--- config.mk ---
export PLATFORM = sky130hd
export DESIGN_NAME = line_pd_steering_motor_drive
export DESIGN_NICKNAME = d
export VERILOG_FILES = /design/src/hw/rtl/lpsmd_pkg.sv /design/src/hw/rtl/line_pd_steering_motor_drive.sv /design/src/hw/rtl/lpsmd_pd_core.sv /design/src/hw/rtl/lpsmd_motor_drive.sv
export SDC_FILE = /design/constraint.sdc
export NUM_CORES = 1
export LEC_CHECK = 0
export BUFFER_PORTS_ARGS = -buffer_cell sky130_fd_sc_hd__buf_2
export CAP_MARGIN = 20
export CORE_MARGIN = 2
export CORE_UTILIZATION = 59
export DETAILED_ROUTE_END_ITERATION = 7
export PLACE_DENSITY_LB_ADDON = 0.12
export SYNTH_ARGS = -nofsm -noshare
export SYNTH_HDL_FRONTEND = slang
export SYNTH_SLANG_ARGS = --single-unit
--- constraint.sdc ---
create_clock -name i_clk -period 16.8 [get_ports i_clk]
set_input_delay 5.04 -clock i_clk [delete_from_list [all_inputs] [get_ports i_clk]]
set_output_delay 5.04 -clock i_clk [all_outputs]
set_load 0.01 [all_outputs]
--- src/hw/rtl/lpsmd_pkg.sv ---
// Shared types and constants for the line-follower PD steering and motor drive block.
// No dependencies; used by every module in hw/rtl.
package lpsmd_pkg;

    localparam int SENSOR_COUNT = 8;
    localparam int POS_STEP     = 1000;
    localparam int POS_MAX      = (SENSOR_COUNT - 1) * POS_STEP;

    localparam int POS_W    = 13;
    localparam int SPEED_W  = 8;
    localparam int GAIN_W   = 16;
    localparam int ERR_W    = 14;
    localparam int CORR_W   = 21;
    localparam int STEER_W  = 16;
    localparam int FRAC_W   = 12;
    localparam int CFG_IDX_W  = 2;
    localparam int CFG_DATA_W = 16;
    localparam int IN_TDATA_W  = 16;
    localparam int OUT_TDATA_W = 40;

    localparam logic [CFG_IDX_W-1:0] CFG_CENTRE = 2'd0;
    localparam logic [CFG_IDX_W-1:0] CFG_BASE   = 2'd1;
    localparam logic [CFG_IDX_W-1:0] CFG_KP     = 2'd2;
    localparam logic [CFG_IDX_W-1:0] CFG_KD     = 2'd3;

    localparam logic [POS_W-1:0]   CENTRE_RST = 13'd3500;
    localparam logic [SPEED_W-1:0] BASE_RST   = 8'd155;
    localparam logic [GAIN_W-1:0]  GAIN_RST   = 16'd410;

    typedef struct packed {
        logic                 forward;
        logic [SPEED_W-1:0]   duty;
    } t_wheel;

    typedef struct packed {
        logic [POS_W-1:0]     centre;
        logic [SPEED_W-1:0]   base;
        logic [GAIN_W-1:0]    kp;
        logic [GAIN_W-1:0]    kd;
    } t_cfg;

endpackage

--- src/hw/rtl/line_pd_steering_motor_drive.sv ---
// Line-follower PD steering with differential motor drive, top level.
// One stage: PD products, clipping and duty sit between the input reg and result reg.
// Throughput: one word per cycle while the output is not stalled.
// Reset (i_rst_n low, synchronous): both stages empty, previous error 0,
// registers back to centre 3500, base 155, gains 410. Config port always ready.
module line_pd_steering_motor_drive (
    input  logic                                i_clk,
    input  logic                                i_rst_n,
    input  logic                                s_axis_tvalid,
    output logic                                s_axis_tready,
    input  logic [lpsmd_pkg::IN_TDATA_W-1:0]    s_axis_tdata,  // [12:0] line_position
    output logic                                m_axis_tvalid,
    input  logic                                m_axis_tready,
    // [0] left_forward, [8:1] left_duty, [9] right_forward, [17:10] right_duty,
    // [33:18] steer_value, [39:34] zero
    output logic [lpsmd_pkg::OUT_TDATA_W-1:0]   m_axis_tdata,
    input  logic                                i_cfg_valid,
    output logic                                o_cfg_ready,
    input  logic [lpsmd_pkg::CFG_IDX_W-1:0]     i_cfg_index,
    input  logic [lpsmd_pkg::CFG_DATA_W-1:0]    i_cfg_data
);
    localparam int PW = lpsmd_pkg::POS_W;
    localparam int EW = lpsmd_pkg::ERR_W;
    localparam int TW = lpsmd_pkg::STEER_W;

    lpsmd_pkg::t_cfg                      r_cfg;
    logic [PW-1:0]                        r_pos;
    logic                                 r_in_vld;
    logic signed [EW-1:0]                 r_prev_err;
    logic                                 r_out_vld;
    lpsmd_pkg::t_wheel                    r_left;
    lpsmd_pkg::t_wheel                    r_right;
    logic signed [TW-1:0]                 r_steer;

    logic signed [EW-1:0]                 err;
    logic signed [lpsmd_pkg::CORR_W-1:0]  corr;
    logic signed [TW-1:0]                 steer;
    lpsmd_pkg::t_wheel                    left_w;
    lpsmd_pkg::t_wheel                    right_w;
    logic                                 advance;
    logic                                 in_acc;

    assign advance       = r_in_vld && (!r_out_vld || m_axis_tready);
    assign s_axis_tready = !r_in_vld || advance;
    assign in_acc        = s_axis_tvalid && s_axis_tready;
    assign o_cfg_ready   = 1'b1;
    assign m_axis_tvalid = r_out_vld;
    assign m_axis_tdata  = {{(lpsmd_pkg::OUT_TDATA_W - 2*9 - TW){1'b0}}, r_steer,
                            r_right.duty, r_right.forward, r_left.duty, r_left.forward};

    lpsmd_pd_core u_pd (
        .i_pos      (r_pos),
        .i_cfg      (r_cfg),
        .i_prev_err (r_prev_err),
        .o_err      (err),
        .o_corr     (corr),
        .o_steer    (steer)
    );

    lpsmd_motor_drive u_left (
        .i_base  (r_cfg.base),
        .i_corr  (corr),
        .i_sub   (1'b0),
        .o_wheel (left_w)
    );

    lpsmd_motor_drive u_right (
        .i_base  (r_cfg.base),
        .i_corr  (corr),
        .i_sub   (1'b1),
        .o_wheel (right_w)
    );

    always_ff @(posedge i_clk) begin
        if (!i_rst_n) begin
            r_cfg.centre <= lpsmd_pkg::CENTRE_RST;
            r_cfg.base   <= lpsmd_pkg::BASE_RST;
            r_cfg.kp     <= lpsmd_pkg::GAIN_RST;
            r_cfg.kd     <= lpsmd_pkg::GAIN_RST;
        end else if (i_cfg_valid) begin
            unique case (i_cfg_index)
                lpsmd_pkg::CFG_CENTRE: r_cfg.centre <= i_cfg_data[PW-1:0];
                lpsmd_pkg::CFG_BASE:   r_cfg.base   <= i_cfg_data[lpsmd_pkg::SPEED_W-1:0];
                lpsmd_pkg::CFG_KP:     r_cfg.kp     <= i_cfg_data;
                lpsmd_pkg::CFG_KD:     r_cfg.kd     <= i_cfg_data;
                default: ;
            endcase
        end
    end

    always_ff @(posedge i_clk) begin
        if (!i_rst_n) begin
            r_in_vld   <= 1'b0;
            r_out_vld  <= 1'b0;
            r_prev_err <= '0;
        end else begin
            if (in_acc) begin
                r_in_vld <= 1'b1;
            end else if (advance) begin
                r_in_vld <= 1'b0;
            end
            if (advance) begin
                r_out_vld  <= 1'b1;
                r_prev_err <= err;
            end else if (m_axis_tready) begin
                r_out_vld <= 1'b0;
            end
        end
    end

    // payload, no reset
    always_ff @(posedge i_clk) begin
        if (in_acc) begin
            r_pos <= s_axis_tdata[PW-1:0];
        end
        if (advance) begin
            r_left  <= left_w;
            r_right <= right_w;
            r_steer <= steer;
        end
    end

endmodule

--- src/hw/rtl/lpsmd_pd_core.sv ---
// PD core: clamps the position, forms the error, the PD sum, the truncated correction
// and the saturated steer value. Depends on lpsmd_pkg.
module lpsmd_pd_core (
    input  logic [lpsmd_pkg::POS_W-1:0]          i_pos,
    input  lpsmd_pkg::t_cfg                      i_cfg,
    input  logic signed [lpsmd_pkg::ERR_W-1:0]   i_prev_err,
    output logic signed [lpsmd_pkg::ERR_W-1:0]   o_err,
    output logic signed [lpsmd_pkg::CORR_W-1:0]  o_corr,
    output logic signed [lpsmd_pkg::STEER_W-1:0] o_steer
);
    localparam int PW = lpsmd_pkg::POS_W;
    localparam int EW = lpsmd_pkg::ERR_W;
    localparam int GW = lpsmd_pkg::GAIN_W;
    localparam int PRW = GW + 1 + EW;        // kp * err
    localparam int DRW = GW + 1 + EW + 1;    // kd * diff
    localparam int SW  = DRW + 1;
    localparam int CW  = lpsmd_pkg::CORR_W;
    localparam int TW  = lpsmd_pkg::STEER_W;
    localparam int FW  = lpsmd_pkg::FRAC_W;

    logic [PW-1:0]         pos_c;
    logic signed [EW:0]    err_w;
    logic signed [EW:0]    diff;
    logic signed [PRW-1:0] p_prod;
    logic signed [DRW-1:0] d_prod;
    logic signed [SW-1:0]  sum;
    logic signed [SW-1:0]  biased;
    logic [CW-TW:0]        top_bits;

    always_comb begin
        // positions past the last sensor saturate
        if ({1'b0, i_pos} > (PW+1)'(lpsmd_pkg::POS_MAX)) begin
            pos_c = PW'(lpsmd_pkg::POS_MAX);
        end else begin
            pos_c = i_pos;
        end
        err_w  = $signed({2'b00, pos_c}) - $signed({2'b00, i_cfg.centre});
        o_err  = err_w[EW-1:0];
        diff   = $signed({o_err[EW-1], o_err}) - $signed({i_prev_err[EW-1], i_prev_err});
        p_prod = $signed({1'b0, i_cfg.kp}) * o_err;
        d_prod = $signed({1'b0, i_cfg.kd}) * diff;
        sum    = $signed({{(SW-PRW){p_prod[PRW-1]}}, p_prod})
               + $signed({{(SW-DRW){d_prod[DRW-1]}}, d_prod});
        // round toward zero: bias negatives before the arithmetic shift
        biased = sum + (sum[SW-1] ? SW'((1 << FW) - 1) : SW'(0));
        o_corr = biased[FW+CW-1:FW];
        top_bits = o_corr[CW-1:TW-1];
        if ((&top_bits) || !(|top_bits)) begin
            o_steer = o_corr[TW-1:0];
        end else if (o_corr[CW-1]) begin
            o_steer = {1'b1, {(TW-1){1'b0}}};
        end else begin
            o_steer = {1'b0, {(TW-1){1'b1}}};
        end
    end

endmodule

--- src/hw/rtl/lpsmd_motor_drive.sv ---
// One wheel: base speed plus or minus the correction, clipped, turned into direction and duty.
// Depends on lpsmd_pkg.
module lpsmd_motor_drive (
    input  logic [lpsmd_pkg::SPEED_W-1:0]       i_base,
    input  logic signed [lpsmd_pkg::CORR_W-1:0] i_corr,
    input  logic                                i_sub,
    output lpsmd_pkg::t_wheel                   o_wheel
);
    localparam int CW = lpsmd_pkg::CORR_W;
    localparam int VW = CW + 1;
    localparam int DW = lpsmd_pkg::SPEED_W;

    logic signed [VW-1:0] base_x;
    logic signed [VW-1:0] corr_x;
    logic signed [VW-1:0] speed;
    logic signed [DW:0]   clipped;

    always_comb begin
        base_x = $signed({{(VW-DW){1'b0}}, i_base});
        corr_x = $signed({i_corr[CW-1], i_corr});
        speed  = i_sub ? (base_x - corr_x) : (base_x + corr_x);
        if (speed > VW'(255)) begin
            clipped = (DW+1)'(255);
        end else if (speed < -VW'(255)) begin
            clipped = -(DW+1)'(255);
        end else begin
            clipped = speed[DW:0];
        end
        if (clipped > 0) begin
            o_wheel.forward = 1'b1;
            o_wheel.duty    = 8'd255 - clipped[DW-1:0];
        end else begin
            o_wheel.forward = 1'b0;
            o_wheel.duty    = 8'd0 - clipped[DW-1:0];
        end
    end

endmodule

==> summary.md <==
| Metric | Value |
|---|---|
| Dpl cells | 3635 |
| First-pass GRT wire length | 115 mm |
| Mean cell area of the mapped netlist | 8.65 um^2 |
| Fin crit period | 16.82 ns |
| Number of flops mapped to enable cells by yosys | 47 |
| Clk buf depth | 2 |
| Unrepaired setup endpoints after global routing | yes |
| GRT Total Usage | 33.7% |
| Die ar. | 43800 um^2 |
| Final Instance Area | 29600 um^2 |
| Complex-gate fraction of the synthesized area | 10.0% |
| GRT overflow | 0 |
| Wire length per cell | 19.2 um |
| Initial DRC count | 1320 |
| Slew Limit Fails | 0 |
| Via Count | 21200 |
| Arrival @ worst endpoint | 17.09 ns |
| Final wirelength | 71.7 mm |
| Max Freq | 59.5 MHz |
| Mux cell area share after synthesis | 0.649% |
| Placed standard-cell area | 27600 um^2 |
| Commonest non-fill, non-tap cells in the layout | inv_1, nand2_1, fa_1 |
| Largest family of logic cells by synthesized area | adder cells |
| Post-Syn Area | 24900 um^2 |
| Final WS setup | -0.0155 ns |
| Non-filler cells, final | 3729 |
| Worst clock skew | 0.0110 ns |
| Post-Synth XOR/XNOR Area | 3.14% |
| Fin. Hold Viols | 0 |
| DP Wirelength | 57.0 mm |
| IO Pins | 82 |
| CP startpoint kind | flip-flop |
| Synth warn | 0 |
| Unique masters post-synth | 103 |
| Fillcell total | 3296 |
| Initial core utilization | 59.6% |
| Measured slew at the worst slew-check pin | 1.05 ns |
| CP max-delay cell | fa_2 |
| Num CTS Buffers | 17 |
| Setup violations, final | 2 |
| WS Path Type | flip-flop to flip-flop |
| I/O Buffers | 71 |
| Row count | 75 |
| Share of layout cells above drive strength 1 | 20.5% |
| CTS Root Cell | clkbuf_16 |
| Clk slew on worst S/H paths | 0.06 ns |
| Async set-reset flop share out of synthesis | 0% |
| Vias in the first global route | 22300 |
| Residual DRC | 0 |
| Simple-Gate Fraction of Synth Area | 19.1% |
| Die Ht | 209 um |
| Crit path largest cell delay | 0.63 ns |
| Routed Antenna Nets | 0 |
| Critical path capture point type | flip-flop |
| Sequential fraction of the synthesis area | 11.2% |
| Worst relative slew slack | 30.1% |
| Commonest non-fill, non-tap cell in the layout | inv_1 |
| Clk sinks | 116 |
| Pre-antenna DRT Iters | 5 |
| Primary FF master, synth | dfxtp_1 |
| Register bit total from synthesis | 116 |
| Synthesis-to-layout area growth | 18.9% |
| Via/cell ratio | 5.69 |
| H-tree levels | 4 |
| Clock Latency Late Sink | 0.44 ns |
| Run status | complete, but fails checks |
| Fin nets | 3869 |
| Core Footprint | 41800 um^2 |
| Max-cap viol count | 0 |
| CTS tree | built |
| Final period util | 100% |
| Die width | 209 um |
| WP data required | 17.07 ns |
| Largest net degree at the start of global routing | 70 |
| Crit-path max FO | 5 |
| Area share of fa/ha/maj cells after synthesis | 45.3% |
| Mapped Cells | 2877 |
| Hold Crit Class | flip-flop to flip-flop |
| Failing checks | negative setup slack |
| GPL Wtd Cong | 0.954 |
| Initial antenna violation count | 1 |
[metal layers]
| layer | up-vias | GRT usage (%) | share of wire (%) |
|---|---|---|---|
| met5 | - | 0 | 0 |
| met4 | 0 | 13.2 | 4.3 |
| met3 | 192 | 4.34 | 6.1 |
| met2 | 753 | 59.0 | 50 |
| met1 | 10600 | 42.6 | 40 |
| li1 | 9655 | - | - |
[worst max-delay path: cells and delay by family, from the launching register on]
family | cells | cell delay (ns)
fa+ha+maj | 14 | 5.80
compound gates | 31 | 5.54
simple gates | 19 | 3.30
buf+inv | 12 | 1.27
flops | 1 | 0.38
mux | 1 | 0.16
xor+xnor | 1 | 0.14
[layout make-up]
class | count | area [um^2] | area share (%)
Antenna cell | 1 | 2.50 | 0.00846
Clock buffer | 23 | 500 | 1.69
Clock inverter | 9 | 67.6 | 0.228
Inverter | 554 | 2080 | 7.05
Multi-Input combinational cell | 2088 | 20500 | 69.5
Sequential cell | 116 | 2790 | 9.44
Tap cell | 539 | 674 | 2.28
Timing Repair Buffer | 399 | 2910 | 9.85
[synth_stat cells, drive strengths merged, types with 13 or more instances]
cell	instances	area [um^2]
a211oi	14	115
a21boi	55	417
a21o	24	188
a21oi	75	394
a31oi	17	113
and2	124	776
and3	16	100
buf	30	194
clkbuf	94	353
dfxtp	69	1380
edfxtp	47	1410
fa	411	8230
ha	243	3040
inv	554	2080
nand2	491	1850
nand2b	34	220
nand3	43	220
nand4	28	190
nor2	73	274
nor2b	51	319
nor3	28	161
nor4	17	119
o211ai	17	128
o21a	13	98.9
o21ai	56	280
or2	26	163
xnor2	52	455
xor2	33	304
[stage by stage]
step	TNS (ns)	hold slack, ns	util (%)	worst slack [ns]
2_1_floorplan	0	0.443	-	0.00300
3_3_place_gp	-4.51	0.456	66.0	-0.554
3_5_place_dp	-8.01	0.462	66.0	-0.742
4_1_cts	-1.20	0.469	68.8	-0.189
5_1_grt	-10.64	0.488	70.8	-0.771
6_report	-0.0223	0.465	70.8	-0.0155
[flip-flops by register name, indices dropped and copies added (netlist names)]
signal	cells
m_axis_tdata	18
r_cfg	53
r_pos	13
r_in_vld	1
r_prev_err	14
m_axis_tvalid	1
r_steer	16
[final timing paths]
kind / startpoint / to / slack [ns] / cells after the start
setup / recovery: r_pos[0]$_DFFE_PP_ / m_axis_tdata[14]$_DFFE_PP_ / -0.02 / 78
hold / removal: r_prev_err[6]$_SDFFE_PN0P_ / r_prev_err[6]$_SDFFE_PN0P_ / 0.47 / 2
setup reg to reg: r_pos[0]$_DFFE_PP_ / m_axis_tdata[14]$_DFFE_PP_ / -0.02 / 78
hold reg to reg: r_prev_err[6]$_SDFFE_PN0P_ / r_prev_err[6]$_SDFFE_PN0P_ / 0.47 / 2
[what timing repair did]
action,in CTS,in global routing
setup endpoints to repair,18,18
pin swaps,78,105
resized for setup,78,128
gates cloned,1,1
setup buffers,37,23
hold buffers,0,0
[logic make-up after synthesis]
| family | after synthesis |
|---|---|
| DFF | 116 |
| and+or+nand+nor | 975 |
| muxes | 15 |
| AOI/OAI and AO/OA | 351 |
| xor gates and xnor gates | 86 |
| buffers and inverters | 678 |
| other | 2 |
| adders and majority gates | 654 |
Power is left out: the tool's default activity adds up to more than one toggle a clock period on the data nets, which glitch-free logic cannot reach.
